**config.mk**
```make
export PLATFORM = sky130hd
export DESIGN_NAME = first_fit_block_allocator_core_flat
export DESIGN_NICKNAME = d
export VERILOG_FILES = /design/src/ffba_pkg.sv /design/src/ffba_if.sv /design/src/ffba_ram.sv /design/src/ffba_fit_unit.sv /design/src/first_fit_block_allocator_core.sv /design/src/flat_wrapper.sv
export SDC_FILE = /design/constraint.sdc
export NUM_CORES = 1
export LEC_CHECK = 0
export BUFFER_PORTS_ARGS = -buffer_cell sky130_fd_sc_hd__buf_4
export CAP_MARGIN = 30
export CORE_MARGIN = 5
export CORE_UTILIZATION = 50
export CTS_BUF_LIST = sky130_fd_sc_hd__clkbuf_4 sky130_fd_sc_hd__clkbuf_8
export CTS_CLUSTER_DIAMETER = 200
export DETAILED_ROUTE_END_ITERATION = 8
export PLACE_DENSITY_LB_ADDON = 0.25
export SETUP_SLACK_MARGIN = 0.3
export SYNTH_ARGS = -nofsm -noshare
export SYNTH_HDL_FRONTEND = slang
export SYNTH_SLANG_ARGS = --single-unit
```
**constraint.sdc**
```tcl
create_clock -name clk -period 7.83 [get_ports clk]
set_input_delay 0.3915 -clock clk [delete_from_list [all_inputs] [get_ports clk]]
set_output_delay 0.3915 -clock clk [all_outputs]
set_load 0.02 [all_outputs]
```
**src/ffba_pkg.sv**
```systemverilog
// ffba_pkg: shared constants, codes and types of the first-fit block allocator.
// No dependencies; compiled first.
`timescale 1ns / 1ps

package ffba_pkg;

	localparam int MAX_BLOCKS_DEF = 32;
	localparam int SIZE_BITS_DEF  = 16;

	localparam int IDX_FIELD_W  = 5;
	localparam int SIZE_FIELD_W = 16;
	localparam int BC_W         = 6;
	localparam int CFG_IDX_W    = 1;
	localparam int CFG_DATA_W   = 6;

	typedef enum logic {
		OP_LOAD    = 1'b0,
		OP_REQUEST = 1'b1
	} op_t;

	typedef enum logic [CFG_IDX_W-1:0] {
		REG_BLOCK_COUNT = 1'b0,
		REG_PACK_MODE   = 1'b1
	} reg_idx_t;

	typedef enum logic [1:0] {
		ST_IDLE,
		ST_SCAN,
		ST_PUT
	} state_t;

endpackage

```
**src/ffba_if.sv**
```systemverilog
// ffba_in_if / ffba_out_if: valid/ready channels for input and result words.
// Depends on ffba_pkg for field widths.
`timescale 1ns / 1ps

interface ffba_in_if;
	import ffba_pkg::*;

	logic                    valid;
	logic                    ready;
	logic                    op;
	logic [IDX_FIELD_W-1:0]  block_index;
	logic [SIZE_FIELD_W-1:0] size_value;

	modport source (output valid, output op, output block_index, output size_value,
		input ready);
	modport sink (input valid, input op, input block_index, input size_value,
		output ready);
endinterface

interface ffba_out_if;
	import ffba_pkg::*;

	logic                    valid;
	logic                    ready;
	logic                    allocated;
	logic [IDX_FIELD_W-1:0]  placed_block;
	logic [SIZE_FIELD_W-1:0] block_size;
	logic [SIZE_FIELD_W-1:0] fragment;

	modport source (output valid, output allocated, output placed_block,
		output block_size, output fragment, input ready);
	modport sink (input valid, input allocated, input placed_block,
		input block_size, input fragment, output ready);
endinterface

```
**src/ffba_ram.sv**
```systemverilog
// ffba_ram: generic single-write, single-read RAM with registered read data.
// No dependencies.
`timescale 1ns / 1ps

module ffba_ram #(
	parameter int WIDTH = 16,
	parameter int DEPTH = 32
) (
	input  logic                     clk,
	input  logic                     we,
	input  logic [$clog2(DEPTH)-1:0] waddr,
	input  logic [WIDTH-1:0]         wdata,
	input  logic                     re,
	input  logic [$clog2(DEPTH)-1:0] raddr,
	output logic [WIDTH-1:0]         rdata
);

	logic [WIDTH-1:0] mem_q [DEPTH];
	logic [WIDTH-1:0] rdata_q;

	always_ff @(posedge clk) begin
		if (we) begin
			mem_q[waddr] <= wdata;
		end
		if (re) begin
			rdata_q <= mem_q[raddr];
		end
	end

	assign rdata = rdata_q;

endmodule

```
**src/ffba_fit_unit.sv**
```systemverilog
// ffba_fit_unit: shared subtract/compare unit; tests one table word against a request.
// No dependencies.
`timescale 1ns / 1ps

module ffba_fit_unit #(
	parameter int SIZE_BITS = 16
) (
	input  logic                 pack,
	input  logic                 used,
	input  logic [SIZE_BITS-1:0] cap,
	input  logic [SIZE_BITS-1:0] rem,
	input  logic [SIZE_BITS-1:0] size,
	output logic                 fit,
	output logic [SIZE_BITS-1:0] frag
);

	logic [SIZE_BITS-1:0] opnd;
	logic [SIZE_BITS:0]   diff;

	// exclusive: capacity - request; pack: remaining - request
	assign opnd = pack ? rem : cap;
	assign diff = {1'b0, opnd} - {1'b0, size};
	assign fit  = !diff[SIZE_BITS] && (pack || !used);
	assign frag = diff[SIZE_BITS-1:0];

endmodule

```
**src/first_fit_block_allocator_core.sv**
```systemverilog
// first_fit_block_allocator_core: first-fit allocator over a block table in one RAM.
// Depends on ffba_pkg, ffba_if, ffba_ram, ffba_fit_unit.
//
//   channel  dir  protocol     word
//   item     in   valid/ready  op, block_index, size_value
//   result   out  valid/ready  allocated, placed_block, block_size, fragment
//   cfg      in   write only   cfg_we, cfg_idx, cfg_data
//
// Load: accepted while idle, no result; ready stays high.
// Request: one table entry per cycle; a hit at entry k ends the scan, a miss reads
//   min(block_count, MAX_BLOCKS) entries (none if zero); busy longer while the result stalls.
// Input is taken only when idle; a pending result waits in the output register
//   while loads are taken. Reset clears control and mode registers, not the table.
`timescale 1ns / 1ps

module first_fit_block_allocator_core #(
	parameter int MAX_BLOCKS = ffba_pkg::MAX_BLOCKS_DEF,
	parameter int SIZE_BITS  = ffba_pkg::SIZE_BITS_DEF
) (
	input  logic                            clk,
	input  logic                            arst_n,
	input  logic                            cfg_we,
	input  logic [ffba_pkg::CFG_IDX_W-1:0]  cfg_idx,
	input  logic [ffba_pkg::CFG_DATA_W-1:0] cfg_data,
	ffba_in_if.sink                         item,
	ffba_out_if.source                      result
);
	import ffba_pkg::*;

	localparam int IDX_W  = $clog2(MAX_BLOCKS);
	localparam int CNT_W  = $clog2(MAX_BLOCKS + 1);
	localparam int WORD_W = 2 * SIZE_BITS + 1;

	state_t state_q, state_d;

	logic [BC_W-1:0]         bc_q;
	logic                    pack_q;
	logic [CNT_W-1:0]        limit;
	logic [CNT_W-1:0]        scan_q;
	logic [IDX_W-1:0]        chk_q;
	logic                    pend_q;
	logic [SIZE_BITS-1:0]    size_q;

	logic                    res_hit_q;
	logic [IDX_FIELD_W-1:0]  res_idx_q;
	logic [SIZE_FIELD_W-1:0] res_cap_q;
	logic [SIZE_FIELD_W-1:0] res_frag_q;

	logic                    out_valid_q;
	logic                    out_hit_q;
	logic [IDX_FIELD_W-1:0]  out_idx_q;
	logic [SIZE_FIELD_W-1:0] out_cap_q;
	logic [SIZE_FIELD_W-1:0] out_frag_q;

	logic                    item_ready;
	logic                    take;
	logic                    take_req;
	logic                    load_ok;
	logic                    issue;
	logic                    done_hit;
	logic                    done_miss;
	logic                    out_free;
	logic                    put;

	logic                    ram_we;
	logic [IDX_W-1:0]        ram_waddr;
	logic [WORD_W-1:0]       ram_wdata;
	logic                    ram_re;
	logic [WORD_W-1:0]       ram_rdata;

	logic                    rd_used;
	logic [SIZE_BITS-1:0]    rd_cap;
	logic [SIZE_BITS-1:0]    rd_rem;
	logic                    fit;
	logic [SIZE_BITS-1:0]    frag;

	always_comb begin
		if (int'(bc_q) > MAX_BLOCKS) begin
			limit = CNT_W'(MAX_BLOCKS);
		end else begin
			limit = CNT_W'(bc_q);
		end
	end

	assign take      = item.valid && item_ready;
	assign take_req  = take && (item.op == OP_REQUEST);
	assign load_ok   = int'(item.block_index) < MAX_BLOCKS;
	assign issue     = (state_q == ST_SCAN) && (scan_q < limit);
	assign done_hit  = (state_q == ST_SCAN) && pend_q && fit;
	assign done_miss = (state_q == ST_SCAN) && pend_q && !fit && !issue;
	assign out_free  = !out_valid_q || result.ready;
	assign put       = (state_q == ST_PUT) && out_free;

	// word layout: used, capacity, remaining
	assign rd_used = ram_rdata[WORD_W-1];
	assign rd_cap  = ram_rdata[2*SIZE_BITS-1:SIZE_BITS];
	assign rd_rem  = ram_rdata[SIZE_BITS-1:0];

	ffba_fit_unit #(
		.SIZE_BITS(SIZE_BITS)
	) u_fit (
		.pack (pack_q),
		.used (rd_used),
		.cap  (rd_cap),
		.rem  (rd_rem),
		.size (size_q),
		.fit  (fit),
		.frag (frag)
	);

	ffba_ram #(
		.WIDTH(WORD_W),
		.DEPTH(MAX_BLOCKS)
	) u_table (
		.clk   (clk),
		.we    (ram_we),
		.waddr (ram_waddr),
		.wdata (ram_wdata),
		.re    (ram_re),
		.raddr (scan_q[IDX_W-1:0]),
		.rdata (ram_rdata)
	);

	// next state
	always_comb begin
		state_d = state_q;
		case (state_q)
			ST_IDLE: begin
				if (take_req) begin
					state_d = (limit == '0) ? ST_PUT : ST_SCAN;
				end
			end
			ST_SCAN: begin
				if (done_hit || done_miss) begin
					state_d = ST_PUT;
				end
			end
			ST_PUT: begin
				if (out_free) begin
					state_d = ST_IDLE;
				end
			end
			default: begin
				state_d = ST_IDLE;
			end
		endcase
	end

	// outputs
	always_comb begin
		item_ready = 1'b0;
		ram_re     = 1'b0;
		ram_we     = 1'b0;
		ram_waddr  = chk_q;
		ram_wdata  = {rd_used, rd_cap, rd_rem};
		case (state_q)
			ST_IDLE: begin
				item_ready = 1'b1;
				if (take && (item.op == OP_LOAD) && load_ok) begin
					ram_we    = 1'b1;
					ram_waddr = IDX_W'(item.block_index);
					ram_wdata = {1'b0, SIZE_BITS'(item.size_value),
						SIZE_BITS'(item.size_value)};
				end
			end
			ST_SCAN: begin
				ram_re = issue;
				if (done_hit) begin
					ram_we = 1'b1;
					if (pack_q) begin
						ram_wdata = {rd_used, rd_cap, frag};
					end else begin
						ram_wdata = {1'b1, rd_cap, rd_rem};
					end
				end
			end
			ST_PUT: begin
			end
			default: begin
			end
		endcase
	end

	always_ff @(posedge clk or negedge arst_n) begin
		if (!arst_n) begin
			state_q     <= ST_IDLE;
			bc_q        <= '0;
			pack_q      <= 1'b1;
			scan_q      <= '0;
			pend_q      <= 1'b0;
			out_valid_q <= 1'b0;
		end else begin
			state_q <= state_d;
			if (cfg_we) begin
				case (cfg_idx)
					REG_BLOCK_COUNT: bc_q   <= cfg_data[BC_W-1:0];
					REG_PACK_MODE:   pack_q <= cfg_data[0];
					default: begin
					end
				endcase
			end
			if (take_req) begin
				scan_q <= '0;
				pend_q <= 1'b0;
			end else if (state_q == ST_SCAN) begin
				if (issue) begin
					scan_q <= scan_q + 1'b1;
				end
				pend_q <= issue && !done_hit;
			end
			if (put) begin
				out_valid_q <= 1'b1;
			end else if (result.ready) begin
				out_valid_q <= 1'b0;
			end
		end
	end

	always_ff @(posedge clk) begin
		if (take_req) begin
			size_q     <= SIZE_BITS'(item.size_value);
			res_hit_q  <= 1'b0;
			res_idx_q  <= '0;
			res_cap_q  <= '0;
			res_frag_q <= '0;
		end
		if (issue) begin
			chk_q <= scan_q[IDX_W-1:0];
		end
		if (done_hit) begin
			res_hit_q  <= 1'b1;
			res_idx_q  <= IDX_FIELD_W'(chk_q);
			res_cap_q  <= SIZE_FIELD_W'(rd_cap);
			res_frag_q <= SIZE_FIELD_W'(frag);
		end
		if (put) begin
			out_hit_q  <= res_hit_q;
			out_idx_q  <= res_idx_q;
			out_cap_q  <= res_cap_q;
			out_frag_q <= res_frag_q;
		end
	end

	assign item.ready          = item_ready;
	assign result.valid        = out_valid_q;
	assign result.allocated    = out_hit_q;
	assign result.placed_block = out_idx_q;
	assign result.block_size   = out_cap_q;
	assign result.fragment     = out_frag_q;

	a_scan_write_ends: assert property (@(posedge clk) disable iff (!arst_n)
		(state_q == ST_SCAN && ram_we) |=> (state_q == ST_PUT))
		else $error("table write in scan did not end the scan");

	a_idle_no_pending: assert property (@(posedge clk) disable iff (!arst_n)
		(state_q == ST_IDLE) |-> !pend_q)
		else $error("pending read left over in idle");

	a_miss_zero: assert property (@(posedge clk) disable iff (!arst_n)
		(result.valid && !result.allocated) |->
			(result.placed_block == '0 && result.block_size == '0 &&
			result.fragment == '0))
		else $error("miss result carries nonzero fields");

	a_busy_not_ready: assert property (@(posedge clk) disable iff (!arst_n)
		(state_q == ST_SCAN) |-> (!item.ready && !ram_we || done_hit))
		else $error("input taken or table written during scan");

endmodule
```
**src/flat_wrapper.sv**
```systemverilog
// flat-port wrapper written by rule: the top's interface ports become plain ports
module first_fit_block_allocator_core_flat import ffba_pkg::*;
#(
	parameter int MAX_BLOCKS = ffba_pkg::MAX_BLOCKS_DEF,
	parameter int SIZE_BITS  = ffba_pkg::SIZE_BITS_DEF
)
  (clk, arst_n, cfg_we, cfg_idx, cfg_data, item_valid, item_op, item_block_index, item_size_value, item_ready, result_valid, result_allocated, result_placed_block, result_block_size, result_fragment, result_ready);
  ffba_in_if item_i ();
  ffba_out_if result_i ();
  input  logic clk;
  input  logic arst_n;
  input  logic cfg_we;
  input  logic [ffba_pkg::CFG_IDX_W-1:0] cfg_idx;
  input  logic [ffba_pkg::CFG_DATA_W-1:0] cfg_data;
  input wire logic [$bits(item_i.valid)-1:0] item_valid;
  input wire logic [$bits(item_i.op)-1:0] item_op;
  input wire logic [$bits(item_i.block_index)-1:0] item_block_index;
  input wire logic [$bits(item_i.size_value)-1:0] item_size_value;
  output wire logic [$bits(item_i.ready)-1:0] item_ready;
  output wire logic [$bits(result_i.valid)-1:0] result_valid;
  output wire logic [$bits(result_i.allocated)-1:0] result_allocated;
  output wire logic [$bits(result_i.placed_block)-1:0] result_placed_block;
  output wire logic [$bits(result_i.block_size)-1:0] result_block_size;
  output wire logic [$bits(result_i.fragment)-1:0] result_fragment;
  input wire logic [$bits(result_i.ready)-1:0] result_ready;
  assign item_i.valid = item_valid;
  assign item_i.op = item_op;
  assign item_i.block_index = item_block_index;
  assign item_i.size_value = item_size_value;
  assign item_ready = item_i.ready;
  assign result_valid = result_i.valid;
  assign result_allocated = result_i.allocated;
  assign result_placed_block = result_i.placed_block;
  assign result_block_size = result_i.block_size;
  assign result_fragment = result_i.fragment;
  assign result_i.ready = result_ready;
  first_fit_block_allocator_core #(.MAX_BLOCKS(MAX_BLOCKS), .SIZE_BITS(SIZE_BITS)) u_core (.clk(clk), .arst_n(arst_n), .cfg_we(cfg_we), .cfg_idx(cfg_idx), .cfg_data(cfg_data), .item(item_i), .result(result_i));
endmodule
```
==> summary.txt <==
Yosys
  • Post-synthesis mux area share: 17.30%
  • Synth Area in Adders: 0.6290%
  • Synth Area in Compound Gates: 1.663%
  • Synth top area cells: edfxtp_1 (76%), mux4_2 (15%), mux2_2 (1.1%), dfrtp_1 (0.85%), mux4_1 (0.67%)
  • Syn_nets: 2,140
  • Synth Area in XOR/XNOR: 0.2052%
  • Main synth FF type: edfxtp_1
  • Yosys Warn Count: 0
  • Sequential area share after synthesis: 76.75%
  • Netlist Area Pre-Place: 46,950 um2
  • Post-synth ARST share: 1.413%
  • Flops & latches, synth: 1,203
  • Avg Cell Area, Syn: 22.54 um2
  • Post-synthesis simple-gate area fraction: 2.191%
  • Netlist cell types: 72
  • Top cell type by total area after synthesis: edfxtp_1
  • Cell count after synthesis: 2,083
  • Post-synth top area share: 75.80%
  • Largest family of logic cells by synthesized area: multiplexers
  • Post-synth EDFFs: 1,185

Drt
  • DR iter-0 viols: 2,700
  • Wire per inst: 30.10 um
  • DRC Markers: 0
  • Pre-Repair DR Iteration Count: 5
  • Via density: 6.054
  • Routed vias: 22,860
  • Post-DRT Antenna Nets: 0
  • WL final: 113,700 um

Timing
  • Clk_skew: 0.05109 ns
  • Fmax: 0.2032 GHz
  • Hold Violations, Final: 0
  • Pins Over Slew Limit: 0
  • RSZ-0062 raised after global routing: false
  • Final min period: 4.920 ns
  • Final WS setup: 2.910 ns
  • Final Cycle Share: 62.84%
  • Worst-Margin Slew: 1.045 ns
  • Worst slew margin: 30.31%
  • Hold slack: 0.08975 ns
  • Sum Neg Setup Slack: 0 ns
  • Setup violators final: 0

Layout
  • Synth-to-Final Area Change: 14.62%
  • Nets: 2,430
  • Share of layout cells above drive strength 1: 34.75%
  • Finished Core Util: 57.66%
  • Filler cell count: 6,724
  • Cell area after layout: 53,810 um2
  • Fin cells: 3,776

Place
  • Area after DPL: 49,850 um2
  • DP Cell Count: 3,403
  • RD Place Congestion: 0.8717
  • Hpwl dp: 68,640 um
  • IO Port Bufs: 73
  • Setup WS pre-CTS: 3.003 ns

Worst setup path
  • CP endpoint kind: register
  • CP startpoint kind: register
  • Crit path max fanout: 25
  • Flop2flop setup slack: 2.91 ns
  • Worst Path Arrival: 5.36 ns
  • Reg2Reg Depth: 11
  • Critical path launch point: u_core.pack_q
  • Crit path kind: reg2reg
  • Reg2reg end: u_core.u_table.mem_q[6][21]
  • WP data required: 8.27 ns
  • R2r startpoint: u_core.pack_q

Flow run
  • Max-cap violation count: 0

Global route
  • First-pass GRT wire length: 164,300 um
  • Vias in the first global route: 23,403
  • Overall global routing resource usage: 23.03%
  • Largest net degree at the start of global routing: 121
  • GRT overflow: 0
  • Initial antenna violation count: 1

Die
  • Die width: 316.4 um
  • Die Y: 316.4 um
  • Die footprint: 100,100 um2
  • Number of cell rows: 112
  • Core Footprint: 93,330 um2
  • IO Count: 74
  • Initial core utilization: 50.30%

Hold path
  • Hold Crit Class: in2reg
  • WHS Endpoint: u_core.state_q[0]
  • Worst hold path depth: 3
  • Min-delay src: item_valid

Power
  • Design Power: 20.29 mW
  • Leakage: 17.31 nW
  • Pwr dens: 377.0 nW/um2
  • Peak VDD IR: 0.0002551 V

CTS
  • CTS tree: built
  • # H-tree levels: 4
  • Worst skew pair latency: 0.84 ns
  • CTS Buf Count: 184
  • Clock Sink Count: 1,203
  • Post-cts resize count: 0
  • Clock root buffer: clkbuf_8
  • Longest Clk Path Bufs: 3
  • Worst-path clk slew: 0.06 ns

Outcome
  • Status: completed
[cell families after synthesis]
kind of cell	after synthesis
flip-flops	1203
XOR/XNOR	11
multiplexers	388
buffers and inverters	136
adder cells (fa/ha/maj)	23
AO/OA/AOI/OAI	109
AND/OR/NAND/NOR	213
[critical path, stage by stage, from the launching register on]
cell     delay, ns
dfstp_2       0.89
mux2_2        0.42
ha_1          0.42
and3_1        0.22
o21ai_1       0.09
or2_1         0.28
a21oi_2       0.23
buf_4         0.31
a32oi_2       0.14
buf_4         0.29
nor3_2        0.63
buf_4         0.55
[placed cells by master (no fill, tap or decap), types with 5 or more instances in the layout]
cell / netlist / routed
edfxtp_1: 1185 / 1185
mux4_2: 318 / 318
clkbuf_8: 0 / 186
buf_4: 5 / 147
nand2_1: 76 / 76
clkbuf_4: 0 / 59
clkinv_1: 0 / 48
mux2_2: 47 / 47
inv_1: 35 / 35
dlygate4sd3_1: 0 / 35
nor2_1: 47 / 31
and3_1: 25 / 25
ha_1: 22 / 22
clkinv_2: 0 / 19
nor3_2: 0 / 16
nor2_4: 0 / 16
a21oi_1: 13 / 13
buf_12: 0 / 13
mux4_1: 12 / 12
o21ai_1: 15 / 11
a21o_1: 11 / 11
dfrtp_1: 16 / 11
o21ai_0: 9 / 9
xnor2_1: 9 / 9
nand2b_1: 8 / 8
nand3_1: 7 / 7
o21a_1: 7 / 7
a31oi_1: 7 / 7
inv_6: 0 / 7
nor2b_1: 7 / 6
mux2i_1: 6 / 6
buf_16: 0 / 6
nor3b_1: 5 / 5
o31ai_1: 5 / 5
mux2_1: 5 / 5
clkinvlp_4: 0 / 5
[layout make-up]
cell class                 instances  area (um2)  share of cell area, %
sequential                      1203       36050                  66.99
multi-input combinational        744       10610                  19.72
timing repair buffer             204        1904                  3.539
clock buffer                     245        3003                  5.581
tap                             1254        1569                  2.916
clock inverter                    86       528.0                 0.9813
inverter                          36       135.1                 0.2511
antenna                            4       10.01                0.01860
[layer usage]
layer | GRT usage [%] | share of wire, %
met5 | 0 | 0
met4 | 6.479 | 2.5
met3 | 5.085 | 8.5
met2 | 36.81 | 49
met1 | 32.75 | 40
[synthesized netlist by cell type, types with 5 or more instances]
library cell and n:
o21ai_1 15, nor2_1 47, nand2b_1 8, xnor2_1 9, a31oi_1 7, a21o_1 11
mux4_1 12, ha_1 22, buf_4 5, a21oi_1 13, nand2_1 76, o21a_1 7
nor2b_1 7, o31ai_1 5, inv_1 35, mux2_2 47, dfrtp_1 16, nor3_1 19
edfxtp_1 1185, buf_2 24, mux2_1 5, nand3_1 7, mux2i_1 6, o21ai_0 9
buf_1 6, and3_1 25, mux4_2 318, clkbuf_1 61, nor3b_1 5
[how the worst max path moves through the flow]
stage                                   endpoint  slack, ns  cells after the start
floorplan            u_core.u_table.mem_q[17][0]       2.30                     10
global placement     u_core.u_table.mem_q[6][25]       3.01                     11
detailed placement   u_core.u_table.mem_q[6][19]       3.00                     11
CTS                  u_core.u_table.mem_q[6][19]       2.94                     11
global route        u_core.u_table.mem_q[23][13]       2.67                     10
finish               u_core.u_table.mem_q[6][21]       2.91                     11
[registers in the layout, summed over array words and instances (netlist names), 6 cells and up]
register	count
u_core.bc_q	6
u_core.res_cap_q	16
u_core.res_frag_q	16
u_core.result.block_size	16
u_core.result.fragment	16
u_core.scan_q	6
u_core.size_q	16
u_core.u_table.mem_q	1056
u_core.u_table.rdata	33
[where the power goes]
| part | internal [mW] | leakage, nW | total [mW] | switching, mW |
|---|---|---|---|---|
| logic | 2.36 | 4.51 | 6.27 | 3.91 |
| clock network | 2.63 | 1.87 | 5.01 | 2.38 |
| registers | 8.69 | 10.9 | 9.01 | 0.320 |
[what timing repair did]
item | in CTS | in global routing
hold endpoints to repair | 42 | 0
setup buffers | 0 | 0
hold buffers | 35 | 0
No activity file was read; power rests on OpenSTA's default activity.
